<file path="src/rtl/core/nksl_pkg.sv">
package nksl_pkg;

  localparam int unsigned KeyW         = 24;
  localparam int unsigned PayW         = 32;
  localparam int unsigned RankW        = 4;
  localparam int unsigned StatusW      = 3;
  localparam int unsigned DefaultDepth = 16;

  typedef enum logic [StatusW-1:0] {
    StInserted = 3'd0,
    StEvicted  = 3'd1,
    StRejected = 3'd2,
    StEntry    = 3'd3,
    StEmpty    = 3'd4
  } status_e;

  typedef enum logic {
    CmdInsert = 1'b0,
    CmdDrain  = 1'b1
  } cmd_e;

  // Per-cycle control broadcast to every cell of the chain.
  typedef struct packed {
    logic insert;  // place the new request, shifting farther entries up
    logic shift;   // move every entry one cell toward the head
  } cell_ctrl_t;

endpackage

</file>
<file path="src/rtl/core/nksl_cell.sv">
module nksl_cell (
  input  logic                        clk_i,
  input  logic                        rst_ni,
  input  nksl_pkg::cell_ctrl_t        ctrl_i,
  input  logic [nksl_pkg::KeyW-1:0]   new_key_i,
  input  logic [nksl_pkg::PayW-1:0]   new_payload_i,
  input  logic                        prev_valid_i,
  input  logic                        prev_gt_i,
  input  logic [nksl_pkg::KeyW-1:0]   prev_key_i,
  input  logic [nksl_pkg::PayW-1:0]   prev_payload_i,
  input  logic                        next_valid_i,
  input  logic [nksl_pkg::KeyW-1:0]   next_key_i,
  input  logic [nksl_pkg::PayW-1:0]   next_payload_i,
  output logic                        valid_o,
  output logic                        gt_o,
  output logic [nksl_pkg::KeyW-1:0]   key_o,
  output logic [nksl_pkg::PayW-1:0]   payload_o
);

  logic                      valid_q, valid_d;
  logic [nksl_pkg::KeyW-1:0] key_q, key_d;
  logic [nksl_pkg::PayW-1:0] payload_q, payload_d;
  logic                      gt;
  logic                      take_new;

  // Strictly greater keeps equal keys ahead of the new request.
  assign gt = valid_q && (key_q > new_key_i);
  assign take_new = gt || (!valid_q && prev_valid_i);

  always_comb begin
    valid_d   = valid_q;
    key_d     = key_q;
    payload_d = payload_q;
    if (ctrl_i.shift) begin
      valid_d   = next_valid_i;
      key_d     = next_key_i;
      payload_d = next_payload_i;
    end else if (ctrl_i.insert) begin
      if (prev_gt_i) begin
        valid_d   = prev_valid_i;
        key_d     = prev_key_i;
        payload_d = prev_payload_i;
      end else if (take_new) begin
        valid_d   = 1'b1;
        key_d     = new_key_i;
        payload_d = new_payload_i;
      end
    end
  end

  always_ff @(posedge clk_i or negedge rst_ni) begin
    if (!rst_ni) begin
      valid_q <= 1'b0;
    end else begin
      valid_q <= valid_d;
    end
  end

  always_ff @(posedge clk_i) begin
    key_q     <= key_d;
    payload_q <= payload_d;
  end

  assign valid_o   = valid_q;
  assign gt_o      = gt;
  assign key_o     = key_q;
  assign payload_o = payload_q;

endmodule

</file>
<file path="src/rtl/core/nearest_k_sorted_request_list_unit.sv">
// Insert: one transaction per cycle when not stalled, result in the next cycle.
// Drain: n entries stream out one per cycle from the head cell of the chain, input
// held off until the last entry has been handed to the output register.
// An empty drain gives one result in the next cycle. Output stalls hold the chain.
// Reset (rst_ni low, asynchronous) empties the list and drops any pending result.
module nearest_k_sorted_request_list_unit #(
  parameter int unsigned DEPTH = nksl_pkg::DefaultDepth
) (
  input  logic        clk_i,
  input  logic        rst_ni,
  input  logic        s_axis_tvalid,
  output logic        s_axis_tready,
  input  logic [55:0] s_axis_tdata,   // distance_key [23:0], payload [55:24]
  input  logic [0:0]  s_axis_tuser,   // command [0]
  output logic        m_axis_tvalid,
  input  logic        m_axis_tready,
  output logic [63:0] m_axis_tdata,   // out_key [23:0], out_payload [55:24], rank [59:56]
  output logic [2:0]  m_axis_tuser,   // status [2:0]
  output logic        m_axis_tlast    // last
);

  localparam int unsigned CntW = $clog2(DEPTH);

  logic [nksl_pkg::KeyW-1:0] new_key;
  logic [nksl_pkg::PayW-1:0] new_payload;
  nksl_pkg::cmd_e            cmd;

  logic [DEPTH-1:0]          valid;
  logic [DEPTH-1:0]          gt;
  logic [nksl_pkg::KeyW-1:0] key   [DEPTH];
  logic [nksl_pkg::PayW-1:0] payld [DEPTH];

  nksl_pkg::cell_ctrl_t ctrl;

  logic                       out_valid_q;
  nksl_pkg::status_e          out_status_q;
  logic [nksl_pkg::KeyW-1:0]  out_key_q;
  logic [nksl_pkg::PayW-1:0]  out_payload_q;
  logic [nksl_pkg::RankW-1:0] out_rank_q;
  logic                       out_last_q;

  logic            drain_q;
  logic [CntW-1:0] drain_rank_q;

  logic            can_load;
  logic            acc, ins_acc, drn_acc;
  logic            full, reject;
  logic            drain_step;
  logic [CntW-1:0] pos;
  logic [CntW-1:0] emit_rank;
  logic [31:0]     pos_wide, emit_wide;

  assign new_key     = s_axis_tdata[23:0];
  assign new_payload = s_axis_tdata[55:24];
  assign cmd         = nksl_pkg::cmd_e'(s_axis_tuser[0]);

  assign can_load      = !out_valid_q || m_axis_tready;
  assign s_axis_tready = !drain_q && can_load;
  assign acc           = s_axis_tvalid && s_axis_tready;
  assign ins_acc       = acc && (cmd == nksl_pkg::CmdInsert);
  assign drn_acc       = acc && (cmd == nksl_pkg::CmdDrain);

  // A full list keeps its farthest entry unless the new key is strictly smaller.
  assign full       = valid[DEPTH-1];
  assign reject     = full && !gt[DEPTH-1];
  assign drain_step = (drn_acc && valid[0]) || (drain_q && can_load);

  assign ctrl.insert = ins_acc && !reject;
  assign ctrl.shift  = drain_step;

  // Occupied entries that stay ahead of the new request form a prefix of the chain.
  always_comb begin
    pos = '0;
    for (int i = DEPTH - 1; i >= 0; i--) begin
      if (!(valid[i] && !gt[i])) begin
        pos = CntW'(i);
      end
    end
  end

  assign emit_rank = drn_acc ? '0 : drain_rank_q;
  assign pos_wide  = 32'(pos);
  assign emit_wide = 32'(emit_rank);

  for (genvar i = 0; i < DEPTH; i++) begin : g_cell
    logic                      prev_valid, prev_gt, next_valid;
    logic [nksl_pkg::KeyW-1:0] prev_key, next_key;
    logic [nksl_pkg::PayW-1:0] prev_payload, next_payload;

    if (i == 0) begin : g_head
      assign prev_valid   = 1'b1;
      assign prev_gt      = 1'b0;
      assign prev_key     = '0;
      assign prev_payload = '0;
    end else begin : g_body
      assign prev_valid   = valid[i-1];
      assign prev_gt      = gt[i-1];
      assign prev_key     = key[i-1];
      assign prev_payload = payld[i-1];
    end

    if (i == DEPTH - 1) begin : g_tail
      assign next_valid   = 1'b0;
      assign next_key     = '0;
      assign next_payload = '0;
    end else begin : g_link
      assign next_valid   = valid[i+1];
      assign next_key     = key[i+1];
      assign next_payload = payld[i+1];
    end

    nksl_cell u_cell (
      .clk_i          (clk_i),
      .rst_ni         (rst_ni),
      .ctrl_i         (ctrl),
      .new_key_i      (new_key),
      .new_payload_i  (new_payload),
      .prev_valid_i   (prev_valid),
      .prev_gt_i      (prev_gt),
      .prev_key_i     (prev_key),
      .prev_payload_i (prev_payload),
      .next_valid_i   (next_valid),
      .next_key_i     (next_key),
      .next_payload_i (next_payload),
      .valid_o        (valid[i]),
      .gt_o           (gt[i]),
      .key_o          (key[i]),
      .payload_o      (payld[i])
    );
  end

  always_ff @(posedge clk_i or negedge rst_ni) begin
    if (!rst_ni) begin
      out_valid_q  <= 1'b0;
      drain_q      <= 1'b0;
      drain_rank_q <= '0;
    end else begin
      if (acc || drain_step) begin
        out_valid_q <= 1'b1;
      end else if (m_axis_tready) begin
        out_valid_q <= 1'b0;
      end

      if (drain_step) begin
        // Cell one still holding an entry means more follow the head.
        drain_q      <= valid[1];
        drain_rank_q <= emit_rank + CntW'(1);
      end
    end
  end

  always_ff @(posedge clk_i) begin
    if (drain_step) begin
      out_status_q  <= nksl_pkg::StEntry;
      out_key_q     <= key[0];
      out_payload_q <= payld[0];
      out_rank_q    <= emit_wide[nksl_pkg::RankW-1:0];
      out_last_q    <= !valid[1];
    end else if (drn_acc) begin
      out_status_q  <= nksl_pkg::StEmpty;
      out_key_q     <= '0;
      out_payload_q <= '0;
      out_rank_q    <= '0;
      out_last_q    <= 1'b1;
    end else if (ins_acc) begin
      out_key_q     <= '0;
      out_payload_q <= '0;
      out_last_q    <= 1'b1;
      if (reject) begin
        out_status_q <= nksl_pkg::StRejected;
        out_rank_q   <= '0;
      end else begin
        out_status_q <= full ? nksl_pkg::StEvicted : nksl_pkg::StInserted;
        out_rank_q   <= pos_wide[nksl_pkg::RankW-1:0];
      end
    end
  end

  assign m_axis_tvalid = out_valid_q;
  assign m_axis_tdata  = {4'b0000, out_rank_q, out_payload_q, out_key_q};
  assign m_axis_tuser  = out_status_q;
  assign m_axis_tlast  = out_last_q;

endmodule
</file>
<file path="config.mk">
export PLATFORM = sky130hd
export DESIGN_NAME = nearest_k_sorted_request_list_unit
export DESIGN_NICKNAME = d
export VERILOG_FILES = /design/src/rtl/core/nksl_pkg.sv /design/src/rtl/core/nksl_cell.sv /design/src/rtl/core/nearest_k_sorted_request_list_unit.sv
export SDC_FILE = /design/constraint.sdc
export NUM_CORES = 2
export LEC_CHECK = 0
export ABC_AREA = 1
export BUFFER_PORTS_ARGS = -buffer_cell sky130_fd_sc_hd__buf_2
export CAP_MARGIN = 30
export CORE_ASPECT_RATIO = 0.7
export CORE_MARGIN = 2
export CORE_UTILIZATION = 55
export DETAILED_ROUTE_END_ITERATION = 10
export PLACE_DENSITY = 0.67
export SLEW_MARGIN = 20
export SYNTH_ARGS = -nofsm -noshare
export SYNTH_HDL_FRONTEND = slang
export SYNTH_SLANG_ARGS = --single-unit
</file>
<file path="constraint.sdc">
create_clock -name clk_i -period 7.6 [get_ports clk_i]
set_input_delay 0.38 -clock clk_i [delete_from_list [all_inputs] [get_ports clk_i]]
set_output_delay 0.38 -clock clk_i [all_outputs]
set_load 0.005 [all_outputs]
</file>
==> impl_metrics.csv <==
group,metric,value,unit
run_status,status,"finished, final reports clean",
sta,relSlewSlack,23.2,%
synthesis,synthXorXnorAreaFrac,0.0156,%
clock_network,cts_max_path_buffers,3,
setup_path,r2r_setup_slack,2820,ps
synthesis,netlist_area,56000,um2
drt,wl_per_cell,22.9,um
setup_path,crit_type,"in -> reg",
cells_and_area,final_util,60.5,%
grt,overflow,0,
sta,fin_crit,5120,ps
grt,grt_max_degree,261,
drt,drtPass1Iterations,7,
synthesis,synth_commonest_cells,"nand2_1 (1453), o21ai_0 (1197), edfxtp_1 (901), a21oi_1 (654), nor2_1 (509)",
sta,fmax,195,MHz
place,port_buffers,126,
cells_and_area,drive_above_1_share,6.36,%
clock_network,cts-root-buf,"clkbuf_16",
synthesis,synth_seq_cells,982,
power,fin_total_pwr,32.9,mW
sta,clock_skew,24.5,ps
synthesis,synthMuxAreaShare,0,%
synthesis,synth.area.top_cells,"edfxtp_1 (48%), o21ai_0 (11%), nand2_1 (9.7%)",
place,placed_cell_area,57500,um2
setup_path,critPathArrivalTime,5470,ps
place,gp_congestion,0.950,
grt,grt_use_total,33.2,%
synthesis,synth.most_common_cell,"nand2_1",
clock_network,cts.sinks,982,
setup_path,reg2reg_to,"g_cell[6].u_cell.payload_o[20]$_DFFE_PP_",
sta,fin_ws,2480,ps
drt,ant_nets,0,
synthesis,synth_top_area_share,48.3,%
setup_path,worstRegToRegCells,15,
synthesis,yosysTopAreaCell,"edfxtp_1",
sta,tightest_slew,1150,ps
synthesis,yosys.cell_types.count,53,
clock_network,clk_latency,710,ps
drt,drc,0,
setup_path,timing.rr.start,"g_cell[6].u_cell.key_o[19]$_DFFE_PP_",
synthesis,synth_top_family_by_area,"compound AO/OA/AOI/OAI gates",
synthesis,synth_edf_count,901,
drt,drtIter0Drc,6924,
power,irDropWorstVdd,0.633,mV
place,dp_hpwl,112000,um
clock_network,cts_tree,"done",
setup_path,endpoint_kind,"register",
synthesis,ys_seq_area_share,51.4,%
drt,wl_met1,80200,um
drt,highest_layer,"met4",
worst_hold_path,hold_end,"m_axis_tvalid$_DFFE_PN0P_",
synthesis,synthAdderAreaFrac,8.60,%
floorplanning,core_area,100000,um2
setup_path,cp-start-kind,"input port",
drt,met3_length,21400,um
synthesis,yosys.area_share.simple,14.5,%
clock_network,clk_pin_slew,60,ps
synthesis,async_flop_share,2.24,%
sta,finalMaxSlewViolations,0,
sta,timing.hold.ws,67.9,ps
floorplanning,fp.dieH,271,um
grt,grt_pass1_vias,43300,
sta,rsz0062_at_grt,"no",
floorplanning,die-area,104000,um2
flow_run,cap_violations,0,
drt,wl_met2,70500,um
worst_hold_path,min_from,"s_axis_tvalid",
floorplanning,start_util,55.8,%
synthesis,synthCells,6365,
floorplanning,row_count,97,
place,dp_cells,7512,
cells_and_area,area_growth,8.45,%
worst_hold_path,min_path_cells,3,
sta,fin_crit_sh,67.3,%
sta,setup_viol,0,
power,p_per_area,542,nW/um2
sta,fin_setup_tns,0,ps
place,place_ws,1850,ps
synthesis,synth_area_per_cell,8.80,um2
setup_path,cp_max_fo,32,
drt,viasPerCell,6.21,
floorplanning,ioPinCount,131,
power,p_leak,23.9,nW
clock_network,htreeDepth,3,
floorplanning,die_w,386,um
drt,wl,177000,um
cells_and_area,layout.nets,6730,
synthesis,ys.warnings.count,0,
setup_path,cp.required,7950,ps
sta,hold_viol,0,
cells_and_area,layout.cells.non_filler,7701,
synthesis,synth-compound-area-share,20.2,%
worst_hold_path,hold_class,"in -> reg",
clock_network,cts_made_buffers,98,
grt,grt_antenna_before_repair,2,
drt,vias,47800,
grt,grt_pass1_wl,266000,um
cells_and_area,fillers,8705,
synthesis,synth_flop_cell,"edfxtp_1",
cells_and_area,finish.instance_area,60800,um2
## sequential cells by signal (all words and copies together), names as in the netlist
| signal | flops |
|---|---|
| g_cell.u_cell.payload_o | 512 |
| m_axis_tvalid | 1 |
| out_key_q | 24 |
| m_axis_tuser | 3 |
| m_axis_tlast | 1 |
| out_payload_q | 32 |
| drain_q | 1 |
| g_cell.u_cell.valid_o | 16 |
| drain_rank_q | 4 |
| out_rank_q | 4 |
| g_cell.u_cell.key_o | 384 |
## worst max-delay path, cell delays in order
cell and delay, ps:
buf_2 190, clkinv_1 580, ha_1 560, nand4_1 130
nor3_1 590, nand3_1 150, nand2_1 150, nand2_1 80
nand2_1 140, inv_2 70, nor2_1 440, inv_1 420
o21ai_0 280, clkinv_2 630, buf_4 560
## power by group
| part | internal, mW | total, mW | leakage [nW] | switching, mW |
|---|---|---|---|---|
| Sequential | 10.8 | 12.9 | 9.45 | 2.01 |
| Clock | 2.64 | 4.83 | 1.49 | 2.19 |
| Combinational | 4.14 | 15.3 | 12.9 | 11.1 |
## per-layer routing
layer / vias to the layer above / track usage [%]
li1: 22200 / -
met1: 22600 / 53.3
met2: 2698 / 44.7
met3: 250 / 7.01
met4: 0 / 8.95
met5: - / 0
## layout by cell type (no fill, tap or decap), types with 22 or more instances in the layout
master | netlist | layout
buf_2 | 107 | 126
ha_1 | 385 | 385
o21ai_1 | 259 | 259
edfxtp_1 | 901 | 901
clkinv_2 | 0 | 25
a21oi_1 | 654 | 652
buf_4 | 19 | 72
inv_1 | 243 | 229
clkinv_1 | 55 | 80
dfxtp_1 | 59 | 59
clkbuf_16 | 0 | 99
nand4_1 | 32 | 32
nand2_1 | 1453 | 1452
nand3_1 | 49 | 45
nor2_1 | 509 | 505
clkbuf_1 | 236 | 27
dfrtp_1 | 22 | 22
o21ai_0 | 1197 | 1196
## repair_timing
action                    CTS  global route
hold endpoints to repair   23             0
hold buffers                2             0
buffers inserted            0             0
gates resized for setup     0             0
## final cells by class
| class | count | area (um2) | share of cell area [%] |
|---|---|---|---|
| sequential | 982 | 28800 | 47.4 |
| multi-input combinational | 4679 | 24500 | 40.3 |
| clock buffer | 130 | 2630 | 4.33 |
| tap | 1336 | 1670 | 2.75 |
| timing repair buffer | 217 | 1580 | 2.60 |
| inverter | 306 | 1170 | 1.93 |
| clock inverter | 50 | 427 | 0.702 |
| antenna | 1 | 2.50 | 0.00412 |
## how the worst max path moves through the flow
stage                startpoint                                  endpoint  depth (start not counted)
6_report        s_axis_tdata[4]  g_cell[1].u_cell.payload_o[29]$_DFFE_PP_                         15
5_1_grt         s_axis_tdata[5]  g_cell[1].u_cell.payload_o[29]$_DFFE_PP_                         15
3_3_place_gp    s_axis_tdata[7]   g_cell[7].u_cell.payload_o[5]$_DFFE_PP_                         15
2_1_floorplan  s_axis_tdata[23]       g_cell[0].u_cell.key_o[0]$_DFFE_PP_                         12
3_5_place_dp    s_axis_tdata[4]      g_cell[2].u_cell.key_o[23]$_DFFE_PP_                         15
4_1_cts         s_axis_tdata[4]      g_cell[2].u_cell.key_o[17]$_DFFE_PP_                         15
## kinds of logic after synthesis
group	Yosys count
AOI/OAI and AO/OA	2202
xor gates and xnor gates	1
adders and majority gates	385
buffers and inverters	707
DFF	982
other	1
and+or+nand+nor	2087
Power figures use the tool's default switching activity.
